==> src/assert_macros.svh <==
// assertion macros shared by the deframer rtl
// no dependencies; included by modules that check their own logic
`ifndef ASSERT_MACROS_SVH
`define ASSERT_MACROS_SVH

// same-cycle implication, disabled while in reset
`define DPD_ASSERT_SAME(lbl, ck, rn, ante, cons) \
    lbl: assert property (@(posedge ck) disable iff (!rn) (ante) |-> (cons)) \
        else $error("deframer assertion failed");

// next-cycle implication, disabled while in reset
`define DPD_ASSERT_NEXT(lbl, ck, rn, ante, cons) \
    lbl: assert property (@(posedge ck) disable iff (!rn) (ante) |=> (cons)) \
        else $error("deframer assertion failed");

`endif

==> src/dpd_pkg.sv <==
// package for the debug packet deframer: codes, result type, hex decode
// no dependencies
`timescale 1ns / 1ps
`default_nettype none

package dpd_pkg;

    // framing characters
    localparam logic [7:0] CH_START = 8'h24;
    localparam logic [7:0] CH_END   = 8'h23;
    localparam logic [7:0] CH_ACK   = 8'h2B;
    localparam logic [7:0] CH_NAK   = 8'h2D;
    localparam logic [7:0] CH_INTR  = 8'h03;

    // result kinds
    localparam logic [2:0] KIND_PAYLOAD = 3'd0;
    localparam logic [2:0] KIND_END     = 3'd1;
    localparam logic [2:0] KIND_INTR    = 3'd2;
    localparam logic [2:0] KIND_ACK     = 3'd3;
    localparam logic [2:0] KIND_NAK     = 3'd4;

    // reply codes
    localparam logic [1:0] REPLY_NONE = 2'd0;
    localparam logic [1:0] REPLY_PLUS = 2'd1;
    localparam logic [1:0] REPLY_MINUS = 2'd2;

    // frame phases
    localparam logic [1:0] PH_IDLE = 2'd0;
    localparam logic [1:0] PH_DATA = 2'd1;
    localparam logic [1:0] PH_CHK1 = 2'd2;
    localparam logic [1:0] PH_CHK2 = 2'd3;

    typedef struct packed {
        logic [2:0] item_kind;
        logic [7:0] payload_byte;
        logic       checksum_ok;
        logic [1:0] reply_ack;
    } dpd_result_t;

    // bit 4 set when the byte is not a hex digit, else bits 3:0 hold its value
    function automatic logic [4:0] hex_decode(input logic [7:0] b);
        logic [4:0] r;
        if (b >= 8'h30 && b <= 8'h39)
            r = {1'b0, b[3:0]};
        else if ((b >= 8'h41 && b <= 8'h46) || (b >= 8'h61 && b <= 8'h66))
            r = {1'b0, b[3:0] + 4'd9};
        else
            r = 5'b1_0000;
        return r;
    endfunction

endpackage

`default_nettype wire

==> src/dpd_if.sv <==
// channel interfaces for the deframer: received bytes, result items, config
// depends on nothing
`timescale 1ns / 1ps
`default_nettype none

interface dpd_byte_if;
    logic       valid;
    logic       ready;
    logic [7:0] rx_byte;
    modport source (output valid, output rx_byte, input ready);
    modport sink (input valid, input rx_byte, output ready);
endinterface

interface dpd_item_if;
    logic       valid;
    logic       ready;
    logic [2:0] item_kind;
    logic [7:0] payload_byte;
    logic       checksum_ok;
    logic [1:0] reply_ack;
    modport source (output valid, output item_kind, output payload_byte,
                    output checksum_ok, output reply_ack, input ready);
    modport sink (input valid, input item_kind, input payload_byte,
                  input checksum_ok, input reply_ack, output ready);
endinterface

interface dpd_cfg_if;
    logic valid;
    logic ready;
    logic no_ack_mode;
    modport source (output valid, output no_ack_mode, input ready);
    modport sink (input valid, input no_ack_mode, output ready);
endinterface

`default_nettype wire

==> src/dpd_parser.sv <==
// frame state and per-byte decode of the deframer
// depends on dpd_pkg and assert_macros.svh
`timescale 1ns / 1ps
`default_nettype none

`include "assert_macros.svh"

module dpd_parser
    import dpd_pkg::*;
(
    input  wire logic        clk,
    input  wire logic        rst_n,
    input  wire logic        byte_fire,
    input  wire logic [7:0]  rx_byte,
    input  wire logic        no_ack_mode,
    output logic             res_valid,
    output dpd_result_t      res
);

    logic [1:0] phase_reg, phase_next;
    logic [7:0] sum_reg, sum_next;
    logic [3:0] nib_reg, nib_next;
    logic       err_reg, err_next;

    logic [4:0] hex;
    logic       ok;

    always_comb
    begin
        hex        = hex_decode(rx_byte);
        ok         = !err_reg && !hex[4] && ({nib_reg, hex[3:0]} == sum_reg);
        phase_next = phase_reg;
        sum_next   = sum_reg;
        nib_next   = nib_reg;
        err_next   = err_reg;
        res_valid  = 1'b0;
        res        = '0;
        case (phase_reg)
            PH_IDLE:
            begin
                if (rx_byte == CH_INTR)
                begin
                    res_valid     = 1'b1;
                    res.item_kind = KIND_INTR;
                end
                else if (rx_byte == CH_ACK)
                begin
                    res_valid     = 1'b1;
                    res.item_kind = KIND_ACK;
                end
                else if (rx_byte == CH_NAK)
                begin
                    res_valid     = 1'b1;
                    res.item_kind = KIND_NAK;
                end
                else if (rx_byte == CH_START)
                begin
                    phase_next = PH_DATA;
                    sum_next   = '0;
                    nib_next   = '0;
                    err_next   = 1'b0;
                end
            end
            PH_DATA:
            begin
                if (rx_byte == CH_END)
                    phase_next = PH_CHK1;
                else
                begin
                    sum_next         = sum_reg + rx_byte;
                    res_valid        = 1'b1;
                    res.item_kind    = KIND_PAYLOAD;
                    res.payload_byte = rx_byte;
                end
            end
            PH_CHK1:
            begin
                phase_next = PH_CHK2;
                nib_next   = hex[4] ? 4'd0 : hex[3:0];
                err_next   = err_reg | hex[4];
            end
            default:
            begin
                phase_next      = PH_IDLE;
                sum_next        = '0;
                nib_next        = '0;
                err_next        = 1'b0;
                res_valid       = 1'b1;
                res.item_kind   = KIND_END;
                res.checksum_ok = ok;
                res.reply_ack   = no_ack_mode ? REPLY_NONE : (ok ? REPLY_PLUS : REPLY_MINUS);
            end
        endcase
    end

    always_ff @(posedge clk or negedge rst_n)
    begin
        if (!rst_n)
        begin
            phase_reg <= PH_IDLE;
            sum_reg   <= '0;
            nib_reg   <= '0;
            err_reg   <= 1'b0;
        end
        else if (byte_fire)
        begin
            phase_reg <= phase_next;
            sum_reg   <= sum_next;
            nib_reg   <= nib_next;
            err_reg   <= err_next;
        end
    end

    `DPD_ASSERT_NEXT(a_end_returns_idle, clk, rst_n, byte_fire && phase_reg == PH_CHK2, phase_reg == PH_IDLE)
    `DPD_ASSERT_SAME(a_end_only_in_chk2, clk, rst_n, res_valid && res.item_kind == KIND_END, phase_reg == PH_CHK2)
    `DPD_ASSERT_SAME(a_byte_only_payload, clk, rst_n, res_valid && res.item_kind != KIND_PAYLOAD, res.payload_byte == 8'd0)
    `DPD_ASSERT_NEXT(a_sum_cleared_on_end, clk, rst_n, byte_fire && phase_reg == PH_CHK2, sum_reg == 8'd0 && err_reg == 1'b0)

endmodule

`default_nettype wire

==> src/debug_packet_deframer_top.sv <==
// top level of the debug packet deframer
// depends on dpd_pkg, dpd_if, dpd_parser and assert_macros.svh
`timescale 1ns / 1ps
`default_nettype none

// channel  role    payload                                          handshake
// rx       sink    rx_byte                                          valid/ready
// res      source  item_kind, payload_byte, checksum_ok, reply_ack  valid/ready
// cfg      sink    no_ack_mode                                      valid/ready, always ready
//
// one byte request per cycle; its result, if any, sits in the output register from
// the cycle after acceptance. the byte decode and frame state update is a single
// short combinational pass from the accepted byte into that register.
// reset clears the frame state, the output valid and no_ack_mode; nothing to sweep.
// rx stalls only while the output register holds a result the sink has not taken.

`include "assert_macros.svh"

module debug_packet_deframer_top
    import dpd_pkg::*;
(
    input  wire logic   clk,
    input  wire logic   rst_n,
    dpd_byte_if.sink    rx,
    dpd_item_if.source  res,
    dpd_cfg_if.sink     cfg
);

    logic        no_ack_reg;
    logic        out_valid_reg, out_valid_next;
    dpd_result_t out_data_reg;

    logic        byte_fire;
    logic        p_valid;
    dpd_result_t p_res;

    // config register; the user must write it only while the block is idle, the block does not enforce this
    assign cfg.ready = 1'b1;

    always_ff @(posedge clk or negedge rst_n)
    begin
        if (!rst_n)
            no_ack_reg <= 1'b0;
        else if (cfg.valid)
            no_ack_reg <= cfg.no_ack_mode;
    end

    // a byte can enter whenever the output register is free or draining
    assign rx.ready  = !out_valid_reg || res.ready;
    assign byte_fire = rx.valid && rx.ready;

    dpd_parser u_parser (
        .clk         (clk),
        .rst_n       (rst_n),
        .byte_fire   (byte_fire),
        .rx_byte     (rx.rx_byte),
        .no_ack_mode (no_ack_reg),
        .res_valid   (p_valid),
        .res         (p_res)
    );

    // output register
    always_comb
    begin
        out_valid_next = out_valid_reg;
        if (byte_fire)
            out_valid_next = p_valid;
        else if (res.ready)
            out_valid_next = 1'b0;
    end

    always_ff @(posedge clk or negedge rst_n)
    begin
        if (!rst_n)
            out_valid_reg <= 1'b0;
        else
            out_valid_reg <= out_valid_next;
    end

    // payload needs no reset
    always_ff @(posedge clk)
    begin
        if (byte_fire && p_valid)
            out_data_reg <= p_res;
    end

    assign res.valid        = out_valid_reg;
    assign res.item_kind    = out_data_reg.item_kind;
    assign res.payload_byte = out_data_reg.payload_byte;
    assign res.checksum_ok  = out_data_reg.checksum_ok;
    assign res.reply_ack    = out_data_reg.reply_ack;

    `DPD_ASSERT_SAME(a_ack_only_at_end, clk, rst_n, out_valid_reg && out_data_reg.item_kind != KIND_END, out_data_reg.reply_ack == REPLY_NONE)
    `DPD_ASSERT_SAME(a_no_ack_mode_quiet, clk, rst_n, out_valid_reg && no_ack_reg && $stable(no_ack_reg), out_data_reg.reply_ack == REPLY_NONE)
    `DPD_ASSERT_NEXT(a_result_loaded, clk, rst_n, byte_fire && p_valid, out_valid_reg)

endmodule

`default_nettype wire
==> src/flat_wrapper.sv <==
// flat-port wrapper written by rule: the top's interface ports become plain ports
module debug_packet_deframer_top_flat import dpd_pkg::*;
  (clk, rst_n, rx_valid, rx_rx_byte, rx_ready, res_valid, res_item_kind, res_payload_byte, res_checksum_ok, res_reply_ack, res_ready, cfg_valid, cfg_no_ack_mode, cfg_ready);
  dpd_byte_if rx_i ();
  dpd_item_if res_i ();
  dpd_cfg_if cfg_i ();
  input  wire logic clk;
  input  wire logic rst_n;
  input wire logic [$bits(rx_i.valid)-1:0] rx_valid;
  input wire logic [$bits(rx_i.rx_byte)-1:0] rx_rx_byte;
  output wire logic [$bits(rx_i.ready)-1:0] rx_ready;
  output wire logic [$bits(res_i.valid)-1:0] res_valid;
  output wire logic [$bits(res_i.item_kind)-1:0] res_item_kind;
  output wire logic [$bits(res_i.payload_byte)-1:0] res_payload_byte;
  output wire logic [$bits(res_i.checksum_ok)-1:0] res_checksum_ok;
  output wire logic [$bits(res_i.reply_ack)-1:0] res_reply_ack;
  input wire logic [$bits(res_i.ready)-1:0] res_ready;
  input wire logic [$bits(cfg_i.valid)-1:0] cfg_valid;
  input wire logic [$bits(cfg_i.no_ack_mode)-1:0] cfg_no_ack_mode;
  output wire logic [$bits(cfg_i.ready)-1:0] cfg_ready;
  assign rx_i.valid = rx_valid;
  assign rx_i.rx_byte = rx_rx_byte;
  assign rx_ready = rx_i.ready;
  assign res_valid = res_i.valid;
  assign res_item_kind = res_i.item_kind;
  assign res_payload_byte = res_i.payload_byte;
  assign res_checksum_ok = res_i.checksum_ok;
  assign res_reply_ack = res_i.reply_ack;
  assign res_i.ready = res_ready;
  assign cfg_i.valid = cfg_valid;
  assign cfg_i.no_ack_mode = cfg_no_ack_mode;
  assign cfg_ready = cfg_i.ready;
  debug_packet_deframer_top u_core (.clk(clk), .rst_n(rst_n), .rx(rx_i), .res(res_i), .cfg(cfg_i));
endmodule
==> config.mk <==
export PLATFORM = sky130hd
export DESIGN_NAME = debug_packet_deframer_top_flat
export DESIGN_NICKNAME = d
export VERILOG_FILES = /design/src/dpd_pkg.sv /design/src/dpd_if.sv /design/src/dpd_parser.sv /design/src/debug_packet_deframer_top.sv /design/src/flat_wrapper.sv
export VERILOG_INCLUDE_DIRS = /design/src /design/src/src
export SDC_FILE = /design/constraint.sdc
export NUM_CORES = 1
export LEC_CHECK = 0
export ABC_AREA = 1
export BUFFER_PORTS_ARGS = -buffer_cell sky130_fd_sc_hd__buf_2
export CORE_ASPECT_RATIO = 1.5
export CORE_MARGIN = 2
export CORE_UTILIZATION = 50
export CTS_BUF_LIST = sky130_fd_sc_hd__clkbuf_8 sky130_fd_sc_hd__clkbuf_16
export CTS_CLUSTER_DIAMETER = 100
export DETAILED_ROUTE_END_ITERATION = 7
export PLACE_DENSITY = 0.8
export SLEW_MARGIN = 40
export SYNTH_ARGS = -nofsm -noshare
export SYNTH_HDL_FRONTEND = slang
export SYNTH_SLANG_ARGS = --single-unit
export TNS_END_PERCENT = 10
==> constraint.sdc <==
create_clock -name clk -period 2.6 [get_ports clk]
set_clock_uncertainty 0.05 [all_clocks]
set_input_delay 0.26 -clock clk [delete_from_list [all_inputs] [get_ports clk]]
set_output_delay 0.26 -clock clk [all_outputs]
set_load 0.01 [all_outputs]
# Word-level counts from Yosys, hierarchy flattened
# Cells that the tools add are included.
dict set report word_totals {
  ff_bits 31
  latchBits 0
  ram_bits 0
  mem_bits_ro 0
  inputBits 14
  out_inout_bits 17
  elab_cells 92
  n_memories 0
}
dict set report op_classes {
  n_addsub 2
  n_mul 0
  div_mod_pow 0
  magnitude_cmp 6
  eq_ne 14
  shifts 0
  n_mux 37
  bitwise_logic 3
  n_reduce_logical 20
}
# op count
set op_table {}
lappend op_table {{two-way mux 8 bit} 5}
lappend op_table {{equality test 8 x 6 -> 1 bit (second input constant)} 4}
lappend op_table {{case mux 8 bit (3 select lines)} 1}
lappend op_table {{two-way mux 4 bit} 5}
lappend op_table {{greater-or-equal comparator 8 x 7 -> 1 bit (second input constant)} 2}
lappend op_table {{<= comparator 8 x 7 -> 1 bit (second input constant)} 2}
lappend op_table {{two-way mux 2 bit} 6}
lappend op_table {{!= test 2 bit (second input constant)} 6}
lappend op_table {{case mux 4 bit (3 select lines)} 1}
lappend op_table {{AND reduction 6 bit} 2}
lappend op_table {{two-way mux 1 bit} 10}
lappend op_table {{two-way mux 5 bit} 2}
lappend op_table {{two-way mux 3 bit} 3}
lappend op_table {{case mux 3 bit (3 select lines)} 1}
lappend op_table {{adder 8 bit} 1}
lappend op_table {{equality test 8 x 2 -> 1 bit (second input constant)} 1}
lappend op_table {{equality test 8 bit} 1}
lappend op_table {{greater-or-equal comparator 8 x 6 -> 1 bit (second input constant)} 1}
lappend op_table {{<= comparator 8 x 6 -> 1 bit (second input constant)} 1}
lappend op_table {{logical AND 1 bit} 7}
lappend op_table {{AND reduction 7 bit} 1}
lappend op_table {{case mux 1 bit (3 select lines)} 2}
lappend op_table {{case mux 2 bit (3 select lines)} 1}
lappend op_table {{adder 4 bit (second input constant)} 1}
lappend op_table {{11 further kinds} 15}

# Logic depth before layout (Yosys ltp)
dict set report logic_depth {
  word_depth 9
  mapped_depth 15
}

# Hierarchy
# Synthesis repeated with hierarchy kept, for this count alone.
dict set report unflattened {
  hier_cells 283
  hier_area_um2 2235.9
}
# module instances cells_each area_per_inst_um2 seq_area_each_um2
set modules_own_cells {}
lappend modules_own_cells {dpd_parser 1 254 1702.9 375.4}
lappend modules_own_cells {debug_packet_deframer_top 1 29 533.0 470.5}

# Least setup slack after synthesis
# Ideal clock, no wire load.
dict set report synth_timing {
  path_type {register to register}
  startpoint {register u_core.u_parser.phase_reg[0]}
  endpoint {register u_core.out_data_reg (netlist bit u_core.res.checksum_ok), enable pin}
  arrival_time_ps 1827
  slack_ps 339
  path_stages_with_launch 8
  path_buffers 0
  period_less_slack_ps 2261
  cell_sequence {dfrtp_1 > inv_1 > ha_1 > inv_1 > or2_2 > nand2_1 > nor2_1 > nor2_1}
}
dict set report synth_via {
  elab_chain_cells 3
  word_cells_on_any_way 5
}
# item line_no
set synth_lines {}
lappend synth_lines {{start: declaration} dpd_parser.sv:20} ;# logic [1:0] phase_reg, phase_next;
lappend synth_lines {{start signal: assignment} dpd_parser.sv:107} ;# phase_reg <= phase_next;
lappend synth_lines {{equality test 2 bit (tied with other cells)} dpd_parser.sv:38} ;# case (phase_reg)
lappend synth_lines {{case mux 1 bit (3 select lines) (*)} dpd_parser.sv:38}
lappend synth_lines {{logical AND 1 bit (*)} debug_packet_deframer_top.sv:83} ;# if (byte_fire && p_valid)
lappend synth_lines {{end signal: assignment} debug_packet_deframer_top.sv:84} ;# out_data_reg <= p_res;
lappend synth_lines {{end: declaration} debug_packet_deframer_top.sv:31} ;# dpd_result_t out_data_reg;
# Every way passes the cells marked *; elsewhere a longest branch is shown, timed or not.
# A chain may end at the register's enable or synchronous reset.

# Worst setup path in the final report
dict set report layout_timing {
  startpoint {register u_core.u_parser.phase_reg[1]}
  endpoint {register u_core.out_data_reg (netlist bit u_core.res.payload_byte[1]), enable pin}
}
# Same word-level chain as after synthesis.

==> metrics <==
status finished, final reports clean; share of cells above drive strength 1 16.83%; FF/Latch Area 845.8 um2; Core ar. 0.003994 mm2; Worst Path Arrival 1990 ps; register area share after synthesis 40.29%; DR pass1 iterations 4; initial core utilization 52.57%; initial antenna violation count 0; 1st-iter DRT viols 75; synth unique cells 29; I/O Pins 31; CTS root buffer clkbuf_8; Layout Cells excl Fill 354; via count 1884; max cap viols 0; crit-path max cell delay 420 ps; port buffer count 29; first-pass GRT wire length 7935 um; # nets final 339; critical path required time 2540 ps; Mapped Area 0.002100 mm2; final-report hold violation count 0; crit share post-route 78.94%; Final setup viols 0; synthesis-to-layout area growth 15.20%; wire per inst 13.66 um; Yosys warning count 0; clock slew at reported path FFs 70 ps; Clock Latency Late Sink 290 ps; WP buf/inv 3; antenna cells 0; maximum vdd drop 0.6105 mV; Synth Area per Inst 7.747 um2; multi-input logic area 0.001096 mm2; pwr dens 860.6 mW/mm2; Synthesized Nets 302; WHS Path Cells 2; crit-path max FO 14; CP Class reg -> reg; cells on worst reg2reg path 8; Remaining Overflow, GRT 0; vias in the first global route 1860; final WL 4835 um; Residual DRC 0; Hold/Removal Path Class in -> reg; FMAX 0.4872 GHz; setup TNS 0 ps; leakage 1.259 nW; GP Congestion 0.9154; vias per cell 5.322; placed wire-length estimate 3850 um; CTS H-Tree Depth 2; Post-CTS Resized 0; largest net degree at the start of global routing 18; Post-CTS Hold Fix Bufs 1; DRT antenna net count 0; Critical Path Slowest Stage Cell dfrtp_1; setup bufs post-CTS 0; Top Family by Delay on Critical Path simple AND/OR/NAND/NOR gates; Total GRT Usage 21.32%; startpoint types register; Tmin final 2052 ps; TritonCTS clock tree yes; Die Y 83.36 um; crit path cell chain inv_1, ha_1, inv_1, or2_2, nand2_1, nor2_1, nor2_1, buf_4; Final Slew Violations 0; CTS Buf Count 5; Fill cells 378; Post-Syn Instances 271; die area 0.004744 mm2; CTS sink count 31; CTS Buffer Depth 2; RSZ-0062 raised after global routing no; Levels on crit path 8; die width 56.91 um; num rows 28; CP endpoint kind register; Yosys reg bits 31; placed cell count 345
-- cells in the mapped netlist --
library cell	instances	area (um2)
a21oi_4	1	16.27
inv_2	4	15.01
o21a_1	1	7.510
o21ai_1	9	45.04
nand3_2	2	20.02
conb_1	1	3.750
o211ai_1	1	7.510
a21oi_2	1	8.760
o21ai_0	7	35.03
nand3_1	20	100.1
buf_4	1	7.510
nand2_2	3	18.77
or2_2	1	6.260
nand2_1	71	266.5
edfxtp_1	14	420.4
a21oi_1	10	50.05
ha_1	16	200.2
xnor2_1	2	17.52
nand4_1	4	25.02
nor4_1	1	6.260
nand4_4	1	21.27
o22ai_1	2	12.51
inv_1	36	135.1
fa_1	1	20.02
nor2_4	2	22.52
nor2_1	35	131.4
nor3_1	2	10.01
xor2_1	5	43.79
dfrtp_1	17	425.4
-- area by class of cell --
cell class / count / share of cell area [%]
clock inverter: 3 / 1.604
timing repair buffer: 31 / 6.725
sequential: 31 / 34.97
inverter: 40 / 6.208
clock buffer: 5 / 2.845
tap: 45 / 2.328
multi-input combinational: 199 / 45.32
-- power breakdown --
part           internal (mW)  total (mW)  switching (mW)
clock network          0.280       0.469           0.189
logic                  0.312       0.857           0.544
registers              0.669       0.756          0.0867
-- stage by stage --
stage,hold slack [ps],power [mW],util [%],instance area (um2),setup slack (ps)
after floorplan,-85.59,1.363,-,2100,338.8
after global placement,171.0,1.588,57.61,2301,480.4
after detailed placement,173.2,1.618,57.61,2301,426.9
after CTS,135.9,2.085,60.56,2419,537.8
after global routing,133.3,2.219,60.56,2419,444.8
final,132.8,2.082,60.56,2419,547.6
-- metal layers --
metal,routed length [um],track usage (%),vias to the layer above
met5,0,0,-
met4,112,8.245,0
met1,1836,21.40,863
li1,-,-,952
met2,2693,40.96,55
met3,192,4.361,14
-- path summary, 6_finish.rpt --
| kind | start | to | slack, ps |
|---|---|---|---|
| setup / recovery | u_core.u_parser.phase_reg[1]$_DFFE_PN0P_ | u_core.res.payload_byte[1]$_SDFFCE_PP0P_ | 550 |
| hold / removal | cfg_valid | u_core.no_ack_reg$_DFFE_PN0P_ | 130 |
| setup reg to reg | u_core.u_parser.phase_reg[1]$_DFFE_PN0P_ | u_core.res.payload_byte[1]$_SDFFCE_PP0P_ | 550 |
| hold reg to reg | u_core.u_parser.err_reg$_DFFE_PN0P_ | u_core.u_parser.err_reg$_DFFE_PN0P_ | 450 |
| max in group asynchronous | rst_n | u_core.u_parser.sum_reg[2]$_DFFE_PN0P_ | 1830 |
| min in group asynchronous | rst_n | u_core.res.valid$_DFFE_PN0P_ | 380 |
-- layout by cell type (no fill, tap or decap), types with 9 or more instances in the layout --
master,instances
nand2_1,71
inv_1,36
nor2_1,35
buf_2,29
nand3_1,20
dfrtp_1,17
ha_1,16
edfxtp_1,14
a21oi_1,10
o21ai_1,9
-- cells by family (layout without fill, tap and decap cells) --
| family | after synthesis | after routing | synth area share (%) |
|---|---|---|---|
| xor gates and xnor gates | 7 | 7 | 2.920 |
| AOI/OAI and AO/OA | 32 | 32 | 8.701 |
| other | 1 | 1 | 0.1786 |
| DFF | 31 | 31 | 40.29 |
| adders and majority gates | 17 | 17 | 10.49 |
| and+or+nand+nor | 142 | 142 | 29.92 |
| buffers and inverters | 41 | 79 | 7.509 |
-- worst reg2reg max path, cell delays in order (launching register included) --
cell,delay [ps]
dfrtp_1,420
inv_1,110
ha_1,340
inv_1,60
or2_2,330
nand2_1,70
nor2_1,50
nor2_1,80
buf_4,230
Power figures use the tool's default switching activity.
